--- config.mk ---
export PLATFORM = sky130hd
export DESIGN_NAME = uart_rx_tx_ring_buffer_unit_flat
export DESIGN_NICKNAME = d
export VERILOG_FILES = /design/src/hw/rtl/urtb_pkg.sv /design/src/hw/rtl/urtb_chan_if.sv /design/src/hw/rtl/urtb_ram.sv /design/src/hw/rtl/urtb_ctrl.sv /design/src/hw/rtl/uart_rx_tx_ring_buffer_unit.sv /design/src/flat_wrapper.sv
export VERILOG_INCLUDE_DIRS = /design/src /design/src/hw/rtl
export SDC_FILE = /design/constraint.sdc
export NUM_CORES = 1
export LEC_CHECK = 0
export BUFFER_PORTS_ARGS = -buffer_cell sky130_fd_sc_hd__buf_2
export CELL_PAD_IN_SITES_DETAIL_PLACEMENT = 0
export CELL_PAD_IN_SITES_GLOBAL_PLACEMENT = 1
export CORE_UTILIZATION = 54
export CTS_BUF_LIST = sky130_fd_sc_hd__clkbuf_8
export DETAILED_ROUTE_END_ITERATION = 6
export GPL_TIMING_DRIVEN = 0
export PLACE_DENSITY = 0.9
export SLEW_MARGIN = 20
export SYNTH_ARGS = -nofsm -noshare
export SYNTH_HDL_FRONTEND = slang
export SYNTH_HIERARCHICAL = 1
export SYNTH_SLANG_ARGS = --single-unit
export TNS_END_PERCENT = 5
--- constraint.sdc ---
create_clock -name clk -period 5 [get_ports clk]
set_input_delay 1 -clock clk [delete_from_list [all_inputs] [get_ports clk]]
set_output_delay 1 -clock clk [all_outputs]
set_load 0.03 [all_outputs]
--- src/hw/rtl/assert_macros.svh ---
// Assertion helpers for the ring buffer block.
`ifndef ASSERT_MACROS_SVH
`define ASSERT_MACROS_SVH

// Checked on every rising edge, held off while reset is asserted.
`define URTB_ASSERT(lbl, prop, msg) \
	lbl: assert property (@(posedge clk) disable iff (!arst_n) prop) else $error(msg);

// Same, but also checked during reset.
`define URTB_ASSERT_ALWAYS(lbl, prop, msg) \
	lbl: assert property (@(posedge clk) prop) else $error(msg);

`endif

--- src/hw/rtl/urtb_pkg.sv ---
`timescale 1ns / 1ps

package urtb_pkg;

	// event kinds
	localparam logic [2:0] KIND_LINE_BYTE = 3'd0;
	localparam logic [2:0] KIND_HOST_READ = 3'd1;
	localparam logic [2:0] KIND_HOST_WRITE = 3'd2;
	localparam logic [2:0] KIND_TX_DONE = 3'd3;
	localparam logic [2:0] KIND_FLUSH = 3'd4;

	// result status codes
	localparam logic [1:0] STATUS_OK = 2'd0;
	localparam logic [1:0] STATUS_RX_EMPTY = 2'd1;
	localparam logic [1:0] STATUS_TX_FULL = 2'd2;

	typedef struct packed {
		logic rx_wr;
		logic rx_rd;
		logic tx_wr;
		logic tx_rd;
	} ram_ctl_t;

	typedef struct packed {
		logic [1:0] status;
		logic       send_valid;
		logic       use_rx_data;
		logic       use_tx_data;
		logic [7:0] direct_byte;
		logic       overflow;
	} res_info_t;

endpackage

--- src/hw/rtl/urtb_chan_if.sv ---
`timescale 1ns / 1ps

interface urtb_evt_if;
	logic       valid;
	logic       ready;
	logic [2:0] kind;
	logic [7:0] data_byte;

	modport source (output valid, output kind, output data_byte, input ready);
	modport sink (input valid, input kind, input data_byte, output ready);
endinterface

interface urtb_res_if;
	logic       valid;
	logic       ready;
	logic [1:0] status;
	logic [7:0] read_byte;
	logic       send_valid;
	logic [7:0] send_byte;
	logic       overflow_seen;

	modport source (output valid, output status, output read_byte, output send_valid,
		output send_byte, output overflow_seen, input ready);
	modport sink (input valid, input status, input read_byte, input send_valid,
		input send_byte, input overflow_seen, output ready);
endinterface

--- src/hw/rtl/urtb_ram.sv ---
`timescale 1ns / 1ps

module urtb_ram #(
	parameter int WIDTH = 8,
	parameter int DEPTH = 16,
	localparam int AW = (DEPTH > 1) ? $clog2(DEPTH) : 1
) (
	input  logic             clk,
	input  logic             wr_en,
	input  logic [AW-1:0]    wr_addr,
	input  logic [WIDTH-1:0] wr_data,
	input  logic             rd_en,
	input  logic [AW-1:0]    rd_addr,
	output logic [WIDTH-1:0] rd_data
);

	logic [WIDTH-1:0] mem [DEPTH];

	always_ff @(posedge clk) begin
		if (wr_en) begin
			mem[wr_addr] <= wr_data;
		end
		// read data holds until the next read
		if (rd_en) begin
			rd_data <= mem[rd_addr];
		end
	end

endmodule

--- src/hw/rtl/urtb_ctrl.sv ---
`timescale 1ns / 1ps

module urtb_ctrl import urtb_pkg::*; #(
	parameter int RX_DEPTH = 16,
	parameter int TX_DEPTH = 16,
	localparam int RAW = $clog2(RX_DEPTH),
	localparam int TAW = $clog2(TX_DEPTH),
	localparam int TCW = $clog2(TX_DEPTH + 1)
) (
	input  logic           clk,
	input  logic           arst_n,
	input  logic           go,
	input  logic [2:0]     kind,
	input  logic [7:0]     data_byte,
	output ram_ctl_t       ram_ctl,
	output logic [RAW-1:0] rx_wr_addr,
	output logic [RAW-1:0] rx_rd_addr,
	output logic [TAW-1:0] tx_wr_addr,
	output logic [TAW-1:0] tx_rd_addr,
	output res_info_t      info
);

	localparam logic [RAW-1:0] RX_LAST = RAW'(RX_DEPTH - 1);
	localparam logic [TAW-1:0] TX_LAST = TAW'(TX_DEPTH - 1);
	localparam logic [TCW-1:0] TX_FULL = TCW'(TX_DEPTH);

	logic [RAW-1:0] rx_wptr_q, rx_rptr_q, rx_cnt_q;
	logic [RAW-1:0] rx_wptr_d, rx_rptr_d, rx_cnt_d;
	logic [TAW-1:0] tx_wptr_q, tx_rptr_q, tx_wptr_d, tx_rptr_d;
	logic [TCW-1:0] tx_cnt_q, tx_cnt_d;
	logic           tx_busy_q, tx_busy_d;
	logic           ovf_q, ovf_d;

	assign rx_wr_addr = rx_wptr_q;
	assign rx_rd_addr = rx_rptr_q;
	assign tx_wr_addr = tx_wptr_q;
	assign tx_rd_addr = tx_rptr_q;

	always_comb begin
		rx_wptr_d = rx_wptr_q;
		rx_rptr_d = rx_rptr_q;
		rx_cnt_d  = rx_cnt_q;
		tx_wptr_d = tx_wptr_q;
		tx_rptr_d = tx_rptr_q;
		tx_cnt_d  = tx_cnt_q;
		tx_busy_d = tx_busy_q;
		ovf_d     = ovf_q;
		ram_ctl   = '0;
		info      = '0;
		info.status = STATUS_OK;
		if (go) begin
			unique case (kind)
				KIND_LINE_BYTE: begin
					ram_ctl.rx_wr = 1'b1;
					rx_wptr_d = (rx_wptr_q == RX_LAST) ? '0 : rx_wptr_q + 1'b1;
					// count wraps to zero on reaching depth
					if (rx_cnt_q == RX_LAST) begin
						rx_cnt_d = '0;
						ovf_d    = 1'b1;
					end else begin
						rx_cnt_d = rx_cnt_q + 1'b1;
					end
				end
				KIND_HOST_READ: begin
					if (rx_cnt_q == '0) begin
						info.status = STATUS_RX_EMPTY;
					end else begin
						ram_ctl.rx_rd    = 1'b1;
						info.use_rx_data = 1'b1;
						rx_rptr_d = (rx_rptr_q == RX_LAST) ? '0 : rx_rptr_q + 1'b1;
						rx_cnt_d  = rx_cnt_q - 1'b1;
					end
				end
				KIND_HOST_WRITE: begin
					if (tx_cnt_q == TX_FULL) begin
						info.status = STATUS_TX_FULL;
					end else if (tx_cnt_q != '0 || tx_busy_q) begin
						ram_ctl.tx_wr = 1'b1;
						tx_wptr_d = (tx_wptr_q == TX_LAST) ? '0 : tx_wptr_q + 1'b1;
						tx_cnt_d  = tx_cnt_q + 1'b1;
					end else begin
						tx_busy_d        = 1'b1;
						info.send_valid  = 1'b1;
						info.direct_byte = data_byte;
					end
				end
				KIND_TX_DONE: begin
					if (tx_cnt_q != '0) begin
						ram_ctl.tx_rd    = 1'b1;
						info.send_valid  = 1'b1;
						info.use_tx_data = 1'b1;
						tx_rptr_d = (tx_rptr_q == TX_LAST) ? '0 : tx_rptr_q + 1'b1;
						tx_cnt_d  = tx_cnt_q - 1'b1;
					end else begin
						tx_busy_d = 1'b1 & 1'b0;
					end
				end
				KIND_FLUSH: begin
					rx_wptr_d = '0;
					rx_rptr_d = '0;
					rx_cnt_d  = '0;
					tx_wptr_d = '0;
					tx_rptr_d = '0;
					tx_cnt_d  = '0;
					tx_busy_d = 1'b0;
				end
				default: begin
				end
			endcase
		end
		info.overflow = ovf_d;
	end

	always_ff @(posedge clk or negedge arst_n) begin
		if (!arst_n) begin
			rx_wptr_q <= '0;
			rx_rptr_q <= '0;
			rx_cnt_q  <= '0;
			tx_wptr_q <= '0;
			tx_rptr_q <= '0;
			tx_cnt_q  <= '0;
			tx_busy_q <= 1'b0;
			ovf_q     <= 1'b0;
		end else begin
			rx_wptr_q <= rx_wptr_d;
			rx_rptr_q <= rx_rptr_d;
			rx_cnt_q  <= rx_cnt_d;
			tx_wptr_q <= tx_wptr_d;
			tx_rptr_q <= tx_rptr_d;
			tx_cnt_q  <= tx_cnt_d;
			tx_busy_q <= tx_busy_d;
			ovf_q     <= ovf_d;
		end
	end

endmodule

--- src/hw/rtl/uart_rx_tx_ring_buffer_unit.sv ---
`timescale 1ns / 1ps
// An event transfer reaches result valid through stage 1 (RAM read), then the output register.
// Throughput: one event per cycle; each event does at most one access to one ring RAM.
// Stalls only when the output register is full and not taken.
// Reset (arst_n, async, active low) clears pointers, counts, busy, overflow flag and valid flags;
// ring RAM contents are not cleared and no clearing pass runs.

module uart_rx_tx_ring_buffer_unit import urtb_pkg::*; #(
	parameter int RX_DEPTH = 16,
	parameter int TX_DEPTH = 16
) (
	input logic        clk,
	input logic        arst_n,
	urtb_evt_if.sink   evt,
	urtb_res_if.source res
);

	`include "assert_macros.svh"

	localparam int RAW = $clog2(RX_DEPTH);
	localparam int TAW = $clog2(TX_DEPTH);

	ram_ctl_t       ram_ctl;
	res_info_t      info;
	logic [RAW-1:0] rx_wr_addr, rx_rd_addr;
	logic [TAW-1:0] tx_wr_addr, tx_rd_addr;
	logic [7:0]     rx_rd_data, tx_rd_data;

	// stage 1: event decoded, RAM read in flight
	logic      valid_s1;
	res_info_t info_s1;

	// output register
	logic       out_valid_q;
	logic [1:0] status_q;
	logic [7:0] read_byte_q;
	logic       send_valid_q;
	logic [7:0] send_byte_q;
	logic       overflow_q;

	logic go;
	logic adv;

	// stage 1 moves when the output register is empty or being drained
	assign adv       = valid_s1 && (!out_valid_q || res.ready);
	assign evt.ready = !valid_s1 || adv;
	assign go        = evt.valid && evt.ready;

	urtb_ctrl #(
		.RX_DEPTH(RX_DEPTH),
		.TX_DEPTH(TX_DEPTH)
	) u_ctrl (
		.clk        (clk),
		.arst_n     (arst_n),
		.go         (go),
		.kind       (evt.kind),
		.data_byte  (evt.data_byte),
		.ram_ctl    (ram_ctl),
		.rx_wr_addr (rx_wr_addr),
		.rx_rd_addr (rx_rd_addr),
		.tx_wr_addr (tx_wr_addr),
		.tx_rd_addr (tx_rd_addr),
		.info       (info)
	);

	// Read data holds while stage 1 is stalled, since a new read
	// is only issued on a transfer into stage 1.
	urtb_ram #(
		.WIDTH(8),
		.DEPTH(RX_DEPTH)
	) u_rx_ram (
		.clk     (clk),
		.wr_en   (ram_ctl.rx_wr),
		.wr_addr (rx_wr_addr),
		.wr_data (evt.data_byte),
		.rd_en   (ram_ctl.rx_rd),
		.rd_addr (rx_rd_addr),
		.rd_data (rx_rd_data)
	);

	urtb_ram #(
		.WIDTH(8),
		.DEPTH(TX_DEPTH)
	) u_tx_ram (
		.clk     (clk),
		.wr_en   (ram_ctl.tx_wr),
		.wr_addr (tx_wr_addr),
		.wr_data (evt.data_byte),
		.rd_en   (ram_ctl.tx_rd),
		.rd_addr (tx_rd_addr),
		.rd_data (tx_rd_data)
	);

	always_ff @(posedge clk or negedge arst_n) begin
		if (!arst_n) begin
			valid_s1 <= 1'b0;
		end else if (evt.ready) begin
			valid_s1 <= evt.valid;
		end
	end

	always_ff @(posedge clk) begin
		if (go) begin
			info_s1 <= info;
		end
	end

	always_ff @(posedge clk or negedge arst_n) begin
		if (!arst_n) begin
			out_valid_q <= 1'b0;
		end else if (adv) begin
			out_valid_q <= 1'b1;
		end else if (res.ready) begin
			out_valid_q <= 1'b0;
		end
	end

	// merge RAM read data into the result
	always_ff @(posedge clk) begin
		if (adv) begin
			status_q     <= info_s1.status;
			read_byte_q  <= info_s1.use_rx_data ? rx_rd_data : 8'h00;
			send_valid_q <= info_s1.send_valid;
			send_byte_q  <= info_s1.use_tx_data ? tx_rd_data : info_s1.direct_byte;
			overflow_q   <= info_s1.overflow;
		end
	end

	assign res.valid         = out_valid_q;
	assign res.status        = status_q;
	assign res.read_byte     = read_byte_q;
	assign res.send_valid    = send_valid_q;
	assign res.send_byte     = send_byte_q;
	assign res.overflow_seen = overflow_q;

	// overflow is sticky across results
	`URTB_ASSERT(a_ovf_sticky, out_valid_q && overflow_q |=> overflow_q, "overflow flag dropped")
	// a byte goes to the transmitter only on a successful step
	`URTB_ASSERT(a_send_ok, out_valid_q && send_valid_q |-> status_q == STATUS_OK, "send with error status")
	// RX and TX data never both feed one result
	`URTB_ASSERT(a_one_src, valid_s1 |-> !(info_s1.use_rx_data && info_s1.use_tx_data), "two read sources")
	// a stalled stage 1 must block new events
	`URTB_ASSERT_ALWAYS(a_stall_blocks, valid_s1 && !adv |-> !evt.ready, "transfer into stalled stage")

endmodule

--- src/flat_wrapper.sv ---
// flat-port wrapper written by rule: the top's interface ports become plain ports
module uart_rx_tx_ring_buffer_unit_flat import urtb_pkg::*;
#(
	parameter int RX_DEPTH = 16,
	parameter int TX_DEPTH = 16
)
  (clk, arst_n, evt_valid, evt_kind, evt_data_byte, evt_ready, res_valid, res_status, res_read_byte, res_send_valid, res_send_byte, res_overflow_seen, res_ready);
  urtb_evt_if evt_i ();
  urtb_res_if res_i ();
  input logic clk;
  input logic arst_n;
  input wire logic [$bits(evt_i.valid)-1:0] evt_valid;
  input wire logic [$bits(evt_i.kind)-1:0] evt_kind;
  input wire logic [$bits(evt_i.data_byte)-1:0] evt_data_byte;
  output wire logic [$bits(evt_i.ready)-1:0] evt_ready;
  output wire logic [$bits(res_i.valid)-1:0] res_valid;
  output wire logic [$bits(res_i.status)-1:0] res_status;
  output wire logic [$bits(res_i.read_byte)-1:0] res_read_byte;
  output wire logic [$bits(res_i.send_valid)-1:0] res_send_valid;
  output wire logic [$bits(res_i.send_byte)-1:0] res_send_byte;
  output wire logic [$bits(res_i.overflow_seen)-1:0] res_overflow_seen;
  input wire logic [$bits(res_i.ready)-1:0] res_ready;
  assign evt_i.valid = evt_valid;
  assign evt_i.kind = evt_kind;
  assign evt_i.data_byte = evt_data_byte;
  assign evt_ready = evt_i.ready;
  assign res_valid = res_i.valid;
  assign res_status = res_i.status;
  assign res_read_byte = res_i.read_byte;
  assign res_send_valid = res_i.send_valid;
  assign res_send_byte = res_i.send_byte;
  assign res_overflow_seen = res_i.overflow_seen;
  assign res_i.ready = res_ready;
  uart_rx_tx_ring_buffer_unit #(.RX_DEPTH(RX_DEPTH), .TX_DEPTH(TX_DEPTH)) u_core (.clk(clk), .arst_n(arst_n), .evt(evt_i), .res(res_i));
endmodule
== After elaboration in Yosys (flattened, before gate mapping) ==
Memories as Yosys holds them, arrays and structs flattened. A register that Yosys moved wholly into a read port is not among the register bits.
Cells that the tools add are included.
W data, S select, Z words.

* Bits of input ports: 15
* Register bits after elaboration: 63
* Output and inout bits: 22
* Bits in writable memories: 256
* Logic and storage cells: 121
* Memories: 2

{| class="wikitable"
|+ Memories
! name !! words !! bits a word !! read ports !! clocked after memory_dff !! wr ports !! line !! RTL
|-
| u_core.u_rx_ram.mem || 16 || 8 || 1 || 1 || 1 || urtb_ram.sv:17 || <nowiki>logic [WIDTH-1:0] mem [DEPTH];</nowiki>
|-
| u_core.u_tx_ram.mem || 16 || 8 || 1 || 1 || 1 || urtb_ram.sv:17 ||
|}

* Equality and inequality tests: 16
* Mux-type cells: 48
* Reduce and logical (&&, ||, !) cells: 25
* Bitwise logic cells: 1
* Add/subtract/negate cells: 8

{| class="wikitable"
|+ Operator list
! operator !! number
|-
| $mux W4 || 11
|-
| $pmux W4 S2 || 4
|-
| $mux W1 || 23
|-
| $add A4 B1 Y4 const B || 5
|-
| $eq A4 B4 Y1 const B || 5
|-
| $mux W5 || 3
|-
| $pmux W5 S3 || 1
|-
| $ne A2 B2 Y1 const B || 6
|-
| $pmux W4 S3 || 1
|-
| $reduce_and A5 Y1 || 2
|-
| $reduce_bool A2 Y1 || 5
|-
| $reduce_and A3 Y1 || 3
|-
| $mux W8 || 1
|-
| $eq A3 B2 Y1 const B || 2
|-
| $reduce_bool A3 Y1 || 2
|-
| $add A5 B1 Y5 const B || 1
|-
| $eq A5 B5 Y1 const B || 1
|-
| $reduce_bool A5 Y1 || 1
|-
| $sub A5 B1 Y5 const B || 1
|-
| $logic_not A4 Y1 || 1
|-
| $pmux W2 S2 || 1
|-
| $reduce_and A4 Y1 || 1
|-
| $sub A4 B1 Y4 const B || 1
|-
| $eq A3 B1 Y1 const B || 1
|-
| other kinds (11) || 15
|}

== Depth between registers and ports, before layout ==
Gate-level depths: netlist (run 1).

* Word-level depth: 8
* Gate-level depth with buffers: 9
* Mapped depth without buffers: 8

== Hierarchy ==
Netlist (run 1), hierarchy kept.

{| class="wikitable"
|+ By module, submodules not included
! module !! cells an instance !! instances !! area each (um^2)
|-
| urtb_ram || 229 || 2 || 5227.5
|-
| urtb_ctrl || 212 || 1 || 1810.5
|-
| uart_rx_tx_ring_buffer_unit || 59 || 1 || 1291.2
|}

== Worst setup path after synthesis (run 1) ==
Ideal clock, no wire load.

* Path kind: input port to flip-flop
* Start point: in res_ready
* End point: mem u_core.u_rx_ram.mem[0][0] (enable)
* Buffers on the path: 1
* Arrival time: 3.718 ns
* Data required time: 4.617 ns
* Stages: 8
* Slack: 0.898 ns
* Cell sequence: nand3b_1 -> and2_1 -> nor2b_1 -> nand2b_1 -> clkbuf_1 -> nor2_1 -> or3b_2 -> nor3_1

{| class="wikitable"
|+ RTL lines
! element !! line !! RTL
|-
| start: declaration || flat_wrapper.sv:22 || <nowiki>input wire logic [$bits(res_i.ready)-1:0] res_ready;</nowiki>
|-
| end: declaration || urtb_ram.sv:17 ||
|}

==> results of run 1 <==
metal layers:
metal / GRT usage [%] / routed length (um) / part of all wire (%) / vias up
met5: 0 / 0 / 0 / -
met4: 8.831 / 737 / 2.8 / 0
met3: 3.590 / 1292 / 4.8 / 57
met2: 35.36 / 13200 / 50 / 243
met1: 28.86 / 11410 / 43 / 3637
li1: - / - / - / 3143
synth_stat cells (all sizes together) (9+ instances only):
cell type and count:
nand2 37, edfxtp 306, nor3 17, nand2b 13, ha 9, o21ai 27, a22oi 32, buf 20
mux4 64, and2 22, inv 11, nor2 38, dfrtp 29, a21oi 15
logic make-up (layout without fill, tap and decap cells):
| family | count (synthesis) | in the layout |
|---|---|---|
| DFF | 335 | 335 |
| and+or+nand+nor | 162 | 162 |
| AOI/OAI and AO/OA | 101 | 101 |
| muxes | 73 | 73 |
| buffers and inverters | 44 | 176 |
| adders and majority gates | 10 | 10 |
| xor gates and xnor gates | 4 | 4 |
power by group:
group | switching (mW) | leakage (nW) | internal (mW)
clock | 1.02 | 0.567 | 1.08
sequential | 0.136 | 3.14 | 3.18
combinational | 0.567 | 1.52 | 0.501
total | 1.72 | 5.23 | 4.75
worst paths after layout:
| kind | end | slack (ns) |
|---|---|---|
| max | u_core/u_tx_ram/mem[1][4] | 0.84 |
| min | u_core/res.status[1] | 0.42 |
| max reg2reg | u_core/u_tx_ram/mem[1][4] | 0.97 |
| min reg2reg | u_core/res.status[1] | 0.42 |
| max in group asynchronous | u_core/res.valid | 4.08 |
| min in group asynchronous | u_core/u_ctrl/tx_wr_addr[2] | 0.47 |
state kept, by name, indices dropped and copies added, names as in the netlist, 2 cells and up:
| name | cells |
|---|---|
| u_core/u_rx_ram/mem | 128 |
| u_core/u_tx_ram/mem | 128 |
| u_core/info_s1 | 14 |
| u_core/res.read_byte | 8 |
| u_core/res.send_byte | 8 |
| u_core/u_rx_ram/rd_data | 8 |
| u_core/u_tx_ram/rd_data | 8 |
| u_core/u_ctrl/tx_cnt_q | 5 |
| u_core/u_ctrl/rx_cnt_q | 4 |
| u_core/u_ctrl/rx_rd_addr | 4 |
| u_core/u_ctrl/rx_wr_addr | 4 |
| u_core/u_ctrl/tx_rd_addr | 4 |
| u_core/u_ctrl/tx_wr_addr | 4 |
| u_core/res.status | 2 |
cell type report:
class	count	area [um2]	share of cell area [%]
Buffer	33	249.0	1.643
Clock buffer	55	757.0	4.995
Clock inverter	41	215.2	1.420
Inverter	11	41.29	0.2725
Multi-Input combinational cell	350	3392	22.38
Sequential cell	335	9915	65.42
Tap cell	324	405.4	2.675
Timing Repair Buffer	36	180.2	1.189
stage by stage:
step	instances	TNS [ns]	setup slack [ns]	hold slack, ns
after floorplan	729	0	0.8984	0.4003
after global placement	1089	-0.1422	-0.01824	0.4021
after detailed placement	1089	0	0.2960	0.4189
after CTS	1185	0	0.8694	0.4296
after global routing	1185	0	0.6510	0.4471
final	1185	0	0.8375	0.4227
==> impl_metrics.tcl, run 1 <==
set metrics [dict create \
    yosys_most_used_dff "edfxtp_1" \
    port_buffers 36 \
    ys_seq_area_share_pct 73.13 \
    grt_pass1_vias 7331 \
    path_depth 8 \
    cp_top_family "simple AND/OR/NAND/NOR gates" \
    dieArea_um2 25740 \
    antenna_found_initial 0 \
    cts-root-buf "clkbuf_8" \
    fillers 1714 \
    synth_edf_count 306 \
    timing.final.crit_period_ns 4.162 \
    max_cap_violations 0 \
    synth_compound_area_share_pct 4.956 \
    worstPathCellList "buf_2 > nand3b_1 > and2_1 > nor2b_1 > nand2_1 > a21oi_1 > or3b_2 > nor2_1" \
    areaGrowthSynthToFinish_pct 11.79 \
    peakVddDrop_mv 0.2759 \
    antenna_cells 0 \
    clk_latency_ns 0.60 \
    rows 57 \
    hpwl_mm 16.50 \
    layout_worst_path_cycle_share_pct 83.25 \
    slowest_delay_ns 0.80 \
    grt_pass1_wl_mm 41.16 \
    cts_setup_buffers 0 \
    finalSetupViolCount 0 \
    worstPathRequired_ns 5.22 \
    crit_start "res_ready" \
    hold_violations 0 \
    hold_path_class "reg2reg" \
    grt_util_all_layers_pct 21.52 \
    fmax_ghz 0.2402 \
    cp-end-kind "register" \
    rsz0062_at_grt "no" \
    placed_cell_area_um2 14180 \
    routed_wl_mm 26.64 \
    viasPerCell 5.975 \
    drc 0 \
    fin_util_pct 61.95 \
    reg2reg_depth 7 \
    htreeDepth 2 \
    yosys.area.top_type "edfxtp_1" \
    synth_area_um2 13560 \
    min_from "u_core/info_s1[13]" \
    synth_xor_area_share_pct 0.2584 \
    drive_above_1_share_pct 21.25 \
    synth_top_family_by_area "multiplexers" \
    clockBufferDepth 3 \
    hold_buffers 0 \
    cp_max_fo 22 \
    cts_buffers 52 \
    critPathSlowestCell "and2_1" \
    worstHoldPathCells 0 \
    yosys_warnings 6 \
    die_height_um 160.4 \
    cts_tree "done" \
    clock_sinks 335 \
    syn_inst 729 \
    p_per_area_nw_per_um2 427.2 \
    syn-num-nets 754 \
    routedWlPerCell_um 22.48 \
    initial_core_util_pct 55.42 \
    io_pins 37 \
    final_nets 844 \
    start_kind "input pin" \
    firstDrtPassIters 5 \
    grt_max_degree 34 \
    critPathBufInv 1 \
    grt_overflow 0 \
    fin_skew_ns 0.04395 \
    final_cell_mix "edfxtp_1 (306), clkbuf_8 (55), buf_2 (43), nor2_1 (38), nand2_1 (37)" \
    p_leak_nw 5.226 \
    vias 7080 \
    power_mw 6.474 \
    slew_viol_final 0 \
    gp_congestion 0.7944 \
    die_w_um 160.4 \
    worst-setup-path-type "in2reg" \
    worstPathArrival_ns 4.38 \
    clk_pin_slew_worst_paths_ns 0.06 \
    drt_iter0_drc 559 \
    cts-resized-gates 0 \
    synth-simple-area-share_pct 6.165 \
    layout_commonest_cell "edfxtp_1" \
    synth.avg_cell_area_um2 18.60 \
    slew_headroom_pct 29.93 \
    outcome "completed" \
    synth_seq_cells 335 \
    synth.distinct_cells 52 \
    tightest_slew_ns 1.051 \
    synthMuxAreaShare_pct 12.37 \
    core_um2 24460 \
    antenna_left 0 \
    yosys.area_share.adder_pct 0.9783 \
    synthDominantCellAreaShare_pct 67.78 \
    synthTopCellsByArea "edfxtp_1 (68%), mux4_2 (6.0%), mux4_1 (5.4%)" \
    async_reset_ff_share_pct 8.657 \
    reg2reg_from "u_core/res.valid" \
    stdcell_area_um2 15150 \
]
(Power assumes the default switching activity.)
==> inputs of run 2 (changes only) <==
Settings changed: ABC_AREA set to 1, CORE_UTILIZATION 54 to 52, PLACE_DENSITY 0.9 to 0.94.
Clock period 5 ns to 4.2 ns, I/O delays scaled along.
==> run 2 against run 1 <==
Sequential share of layout area fell by 5.7 points; via count increased by 45%; final area increased by 9.6%; clock power is 25% higher; register-to-register slack worse by 0.44 ns; critical endpoint is now u_core/u_tx_ram/mem[13][7]; largest cell class unchanged; largest power group unchanged.
==> impl_metrics.tcl, run 2 <==
set metrics [dict create \
    outcome "completed" \
    yosysMostFrequentCell "nand2_1" \
    async_reset_ff_share_pct 8.657 \
    final_cell_mix "nand2_1 (440), edfxtp_1 (306), inv_1 (277), nand3_1 (217), nor2_1 (69)" \
    die_height_um 171.3 \
    p_int_mw 6.177 \
    synthTopCellsByArea "edfxtp_1 (62%), nand2_1 (11%), nand3_1 (7.3%)" \
    crit_top_cell "nand3_1" \
    cp-endpoint "u_core/u_tx_ram/mem[13][7]" \
    rows 61 \
    dieArea_um2 29350 \
    synthDominantCellAreaShare_pct 61.64 \
    grt_pass1_vias 9873 \
    start_kind "register" \
    fin_setup_tns_ns 0 \
    synth_edf_count 306 \
    routedWlPerCell_um 17.51 \
    sw_frac_of_total_pct 36.03 \
    cts_tree "done" \
    vias 10280 \
    cp-end-kind "register" \
    fin_skew_ns 0.02632 \
    worstPathCellList "nand3_1 > nand2_1 > inv_1 > inv_2 > nor3_1 > nand3_1 > nor2_1" \
    initial_core_util_pct 53.22 \
    hold_slack_ns 0.3007 \
    ys_seq_area_share_pct 66.50 \
    cts-root-buf "clkbuf_8" \
    reg2reg_from "u_core/res.valid" \
    timing.final.crit_period_ns 3.670 \
    p_leak_nw 7.363 \
    slowest_delay_ns 0.84 \
    drt_iter0_drc 981 \
    slew_headroom_pct 32.13 \
    htreeDepth 2 \
    syn_inst 1467 \
    antenna_cells 0 \
    grt_max_degree 34 \
    yosys_most_used_dff "edfxtp_1" \
    power_mw 9.656 \
    final_nets 1584 \
    antenna_left 0 \
    worstPathRequired_ns 4.38 \
    clk_pin_slew_worst_paths_ns 0.06 \
    worstPathArrival_ns 3.85 \
    cts_buffers 53 \
    drc 0 \
    hold_buffers 0 \
    clock_sinks 335 \
    worst-setup-path-type "reg2reg" \
    synth_area_um2 14910 \
    viasPerCell 5.193 \
    layout_worst_path_cycle_share_pct 87.39 \
    drive_above_1_share_pct 11.67 \
    reg2reg_depth 7 \
    io_pins 37 \
    r2r_slack_ns 0.53 \
    rsz0062_at_grt "no" \
    synth.distinct_cells 32 \
    hold_path_class "in2async" \
    path_depth 7 \
    cp_max_fo 20 \
    cp_top_family "simple AND/OR/NAND/NOR gates" \
    grt_overflow 0 \
    critPathSlowestCell "nor2_1" \
    finalSetupViolCount 0 \
    areaGrowthSynthToFinish_pct 11.41 \
    hpwl_mm 22.47 \
    slew_viol_final 0 \
    clockBufferDepth 3 \
    combPwrFrac_pct 31.4 \
    yosys_warnings 6 \
    ys_top_cells_by_count "nand2_1 (440), edfxtp_1 (306), inv_1 (257)" \
    die_w_um 171.3 \
    clock_power_share_pct 27.2 \
    seq_power_share_pct 41.4 \
    peakVddDrop_mv 0.3382 \
    routed_wl_mm 34.67 \
    hold_violations 0 \
    top_regs "u_core/u_rx_ram/mem (128), u_core/u_tx_ram/mem (128), u_core/info_s1 (14)" \
    port_buffers 36 \
    grt_pass1_wl_mm 53.16 \
    grt_util_all_layers_pct 24.48 \
    critPathBufInv 2 \
    core_um2 28010 \
    synth_seq_cells 335 \
    tightest_slew_ns 1.014 \
    syn-num-nets 1492 \
    fin_util_pct 59.30 \
    yosys.area.top_type "edfxtp_1" \
    cts-resized-gates 0 \
    max_cap_violations 0 \
    crit_start "u_core/res.valid" \
    antenna_found_initial 0 \
    p_per_area_nw_per_um2 581.3 \
    fmax_ghz 0.2725 \
    cts_setup_buffers 0 \
    r2r-end "u_core/u_tx_ram/mem[13][7]" \
    synth.avg_cell_area_um2 10.16 \
    gp_congestion 0.9113 \
    firstDrtPassIters 5 \
    switchingPower_mw 3.479 \
    clk_latency_ns 0.58 \
    layout_commonest_cell "nand2_1" \
]
run 2: worst min-delay path by stage:
stage          cells past startpoint                         to                from  slack, ns
2_1_floorplan                      0   u_core/res.overflow_seen   u_core/info_s1[0]       0.40
3_3_place_gp                       0      u_core/res.send_valid  u_core/info_s1[11]       0.40
3_5_place_dp                       0      u_core/res.send_valid  u_core/info_s1[11]       0.40
4_1_cts                            1  u_core/u_ctrl/rx_cnt_q[0]              arst_n       0.30
5_1_grt                            1  u_core/u_ctrl/rx_cnt_q[0]              arst_n       0.33
6_report                           1    u_core/u_ctrl/tx_busy_q              arst_n       0.30
run 2: cell type report:
type | count | area (um2)
inverters | 268 | 1006
repair buffers | 37 | 207.7
fillers | 2302 | 11400
clock buffers | 54 | 743.2
plain buffers | 55 | 384.1
multi-input cells | 809 | 3615
clock inverters | 44 | 266.5
flip-flops and latches | 335 | 9915
well taps | 378 | 473.0
run 2: routing by layer:
metal / wire (um) / track usage [%] / up-vias
met5: 0 / 0 / -
met4: 760 / 7.997 / 0
met3: 3596 / 4.924 / 69
met2: 16330 / 39.48 / 465
met1: 13980 / 33.37 / 4817
li1: - / - / 4931
run 2: kinds of logic (layout without fill, tap and decap cells):
family	after synthesis	after routing	share of synthesized area [%]
buffers and inverters	323	458	9.324
flip-flops	335	335	66.50
AO/OA/AOI/OAI	42	42	1.536
adder cells (fa/ha/maj)	10	10	0.8897
XOR/XNOR	6	6	0.3525
AND/OR/NAND/NOR	751	751	21.39
run 2: through the flow:
stage | setup WS (ns) | instances | cell area [um2]
after global routing | 0.2499 | 1980 | 16610
final | 0.5298 | 1980 | 16610
after detailed placement | 0.05082 | 1882 | 15600
after CTS | 0.5861 | 1980 | 16610
after global placement | 0.2723 | 1881 | 15560
after floorplan | 1.035 | 1467 | 14910
run 2: power groups by stage:
stage | Sequential [mW] | Combinational (mW) | Clock [mW]
final | 4.00 | 3.04 | 2.62
after global routing | 4.02 | 3.30 | 2.80
after CTS | 4.00 | 2.97 | 2.67
after detailed placement | 4.06 | 2.96 | 0
after global placement | 4.06 | 2.89 | 0
after floorplan | 4.06 | 1.97 | 0
==> inputs of run 3 (changes only) <==
Settings changed: CORE_UTILIZATION 52 to 53, PLACE_DENSITY 0.94 to 0.93, SYNTH_HIERARCHICAL 1 to unset.
==> run 3 against run 2 <==
The run now ends with design-rule violations left; final area decreased by 5.5%; sequential power about the same; worst setup slack improved by 0.69 ns; global-route usage increased by 0.10 points; clock-buffer cell count increased by 6; synthesized cell count decreased by 18%; non-clock buffer count decreased by 4; register-to-register slack improved by 0.69 ns; critical path type unchanged; critical endpoint is now u_core.u_tx_ram.mem[7][1]; largest power group unchanged.
==> impl_metrics.tcl, run 3 <==
set metrics [dict create \
    cts_setup_buffers 0 \
    clockBufferDepth 3 \
    sw_frac_of_total_pct 35.34 \
    hold_slack_ns 0.3425 \
    rsz0062_at_grt "no" \
    layout_commonest_cell "edfxtp_1" \
    routed_wl_mm 32.39 \
    cp-end-kind "register" \
    hpwl_mm 21.01 \
    critPathBufInv 2 \
    synth.avg_cell_area_um2 11.68 \
    yosys.area.top_type "edfxtp_1" \
    p_leak_nw 5.917 \
    final_nets 1317 \
    antenna_left 0 \
    seq_power_share_pct 42.7 \
    slowest_delay_ns 0.81 \
    viasPerCell 5.638 \
    layout_worst_path_cycle_share_pct 70.88 \
    gp_congestion 0.8441 \
    p_per_area_nw_per_um2 599.5 \
    power_mw 9.409 \
    final_cell_mix "edfxtp_1 (306), nand2_1 (236), nor2_1 (148), o21ai_0 (145), inv_1 (92)" \
    fillers 2044 \
    tightest_slew_ns 1.056 \
    grt_max_degree 34 \
    cts_buffers 52 \
    firstDrtPassIters 7 \
    grt_overflow 0 \
    htreeDepth 2 \
    hold_buffers 0 \
    worstPathCellList "nand3_2 > nand2_2 > inv_2 > nand4_4 > buf_6 > nor3_1" \
    r2r-end "u_core.u_tx_ram.mem[7][1]" \
    finalSetupViolCount 0 \
    drt_iter0_drc 953 \
    top_regs "u_core.u_rx_ram.mem (128), u_core.u_tx_ram.mem (128), u_core.info_s1 (14)" \
    areaGrowthSynthToFinish_pct 12.22 \
    drive_above_1_share_pct 13.84 \
    routedWlPerCell_um 19.47 \
    combPwrFrac_pct 28.9 \
    grt_pass1_vias 8831 \
    slew_headroom_pct 29.05 \
    synth_edf_count 306 \
    die_height_um 164.4 \
    cp_top_family "simple AND/OR/NAND/NOR gates" \
    timing.final.crit_period_ns 2.977 \
    grt_pass1_wl_mm 49.31 \
    fin_setup_tns_ns 0 \
    yosysMostFrequentCell "edfxtp_1" \
    antenna_cells 0 \
    vias 9381 \
    io_pins 37 \
    synth_area_um2 13990 \
    core_um2 25980 \
    critPathSlowestCell "nor3_1" \
    fin_util_pct 60.40 \
    switchingPower_mw 3.325 \
    initial_core_util_pct 53.82 \
    ys_top_cells_by_count "edfxtp_1 (306), nand2_1 (236), nor2_1 (148)" \
    yosys_most_used_dff "edfxtp_1" \
    reg2reg_depth 6 \
    ys_seq_area_share_pct 70.89 \
    hold_path_class "in2async" \
    clk_pin_slew_worst_paths_ns 0.06 \
    antenna_found_initial 0 \
    r2r_slack_ns 1.22 \
    syn_inst 1197 \
    worst-setup-path-type "reg2reg" \
    rows 59 \
    fin_skew_ns 0.02883 \
    p_int_mw 6.084 \
    slew_viol_final 0 \
    max_cap_violations 0 \
    clock_power_share_pct 28.4 \
    hold_violations 0 \
    port_buffers 35 \
    outcome "finished, violations left" \
    grt_util_all_layers_pct 24.58 \
    yosys_warnings 0 \
    drc 4 \
    dieArea_um2 27040 \
    peakVddDrop_mv 0.2968 \
    syn-num-nets 1228 \
    start_kind "register" \
    clk_latency_ns 0.58 \
    fmax_ghz 0.3359 \
    worstPathArrival_ns 3.17 \
    synthTopCellsByArea "edfxtp_1 (66%), nand2_1 (6.3%), dfrtp_1 (5.2%)" \
    worstPathRequired_ns 4.39 \
    clock_sinks 335 \
    reg2reg_from "u_core.res.valid" \
    violations "design-rule violations" \
    cts-resized-gates 0 \
    async_reset_ff_share_pct 8.657 \
    cp_max_fo 19 \
    die_w_um 164.4 \
    synthDominantCellAreaShare_pct 65.70 \
    cts_tree "done" \
    synth_seq_cells 335 \
    cts-root-buf "clkbuf_8" \
    synth.distinct_cells 37 \
]
## run 3: cell types whose count changed after synthesis, moves of 9 or more
cell,change
nor2_1,+79
nor3_1,+12
nand2_1,-204
inv_2,-9
clkbuf_1,+15
o21ai_0,+128
buf_6,-11
a21oi_1,+58
nand3_1,-158
inv_1,-193
## run 3: metrics by stage
step | setup WS (ns) | area (um2) | instances
6_report | 1.223 | 15700 | 1664
5_1_grt | 0.9545 | 15700 | 1664
3_5_place_dp | 0.6964 | 14610 | 1567
4_1_cts | 1.168 | 15650 | 1664
3_3_place_gp | 0.7381 | 14580 | 1567
2_1_floorplan | 1.370 | 13990 | 1197
## run 3: cell type report
class | instances | area, um2 | area share [%]
Buffer | 53 | 269.0 | 1.714
Inverter | 69 | 259.0 | 1.650
Multi-Input combinational cell | 740 | 3625 | 23.09
Clock inverter | 37 | 207.7 | 1.323
Tap cell | 335 | 419.2 | 2.671
Timing Repair Buffer | 35 | 175.2 | 1.116
Sequential cell | 335 | 9915 | 63.17
Clock buffer | 60 | 825.8 | 5.261
## run 3: worst max-delay path by stage
stage                                 from                         end  slack (ns)  cells after the start
final                     u_core.res.valid   u_core.u_tx_ram.mem[7][1]        1.22                      6
after detailed placement         res_ready   u_core.u_tx_ram.mem[6][7]        0.70                      8
after global routing      u_core.res.valid   u_core.u_rx_ram.mem[4][1]        0.95                      7
after global placement           res_ready   u_core.u_tx_ram.mem[1][7]        0.74                      8
after CTS                 u_core.res.valid  u_core.u_tx_ram.mem[12][7]        1.17                      6
after floorplan                  res_ready   u_core.u_tx_ram.mem[4][0]        1.37                      7
## run 3: routing by layer
| metal | global-route usage [%] | part of all wire [%] | wire length (um) |
|---|---|---|---|
| met3 | 4.922 | 10 | 3228 |
| met2 | 39.20 | 46 | 14970 |
| met5 | 0 | 0 | 0 |
| met1 | 34.57 | 42 | 13570 |
| met4 | 6.797 | 1.9 | 626 |
## run 3: logic make-up (layout without fill, tap and decap cells)
group / count (synthesis) / in the layout / share of synthesized area (%)
DFF: 335 / 335 / 70.89
muxes: 8 / 8 / 0.6441
and+or+nand+nor: 486 / 486 / 14.69
AOI/OAI and AO/OA: 225 / 225 / 8.204
xor gates and xnor gates: 5 / 5 / 0.3132
adders and majority gates: 16 / 16 / 1.485
buffers and inverters: 122 / 254 / 3.775
## run 3: power by group through the flow
stage                     registers, mW  clock network (mW)  logic (mW)
after detailed placement           4.09                   0        2.66
after global routing               4.04                2.82        3.01
after global placement             4.08                   0        2.58
after CTS                          4.02                2.69        2.67
final                              4.02                2.67        2.72
after floorplan                    4.09                   0        1.72
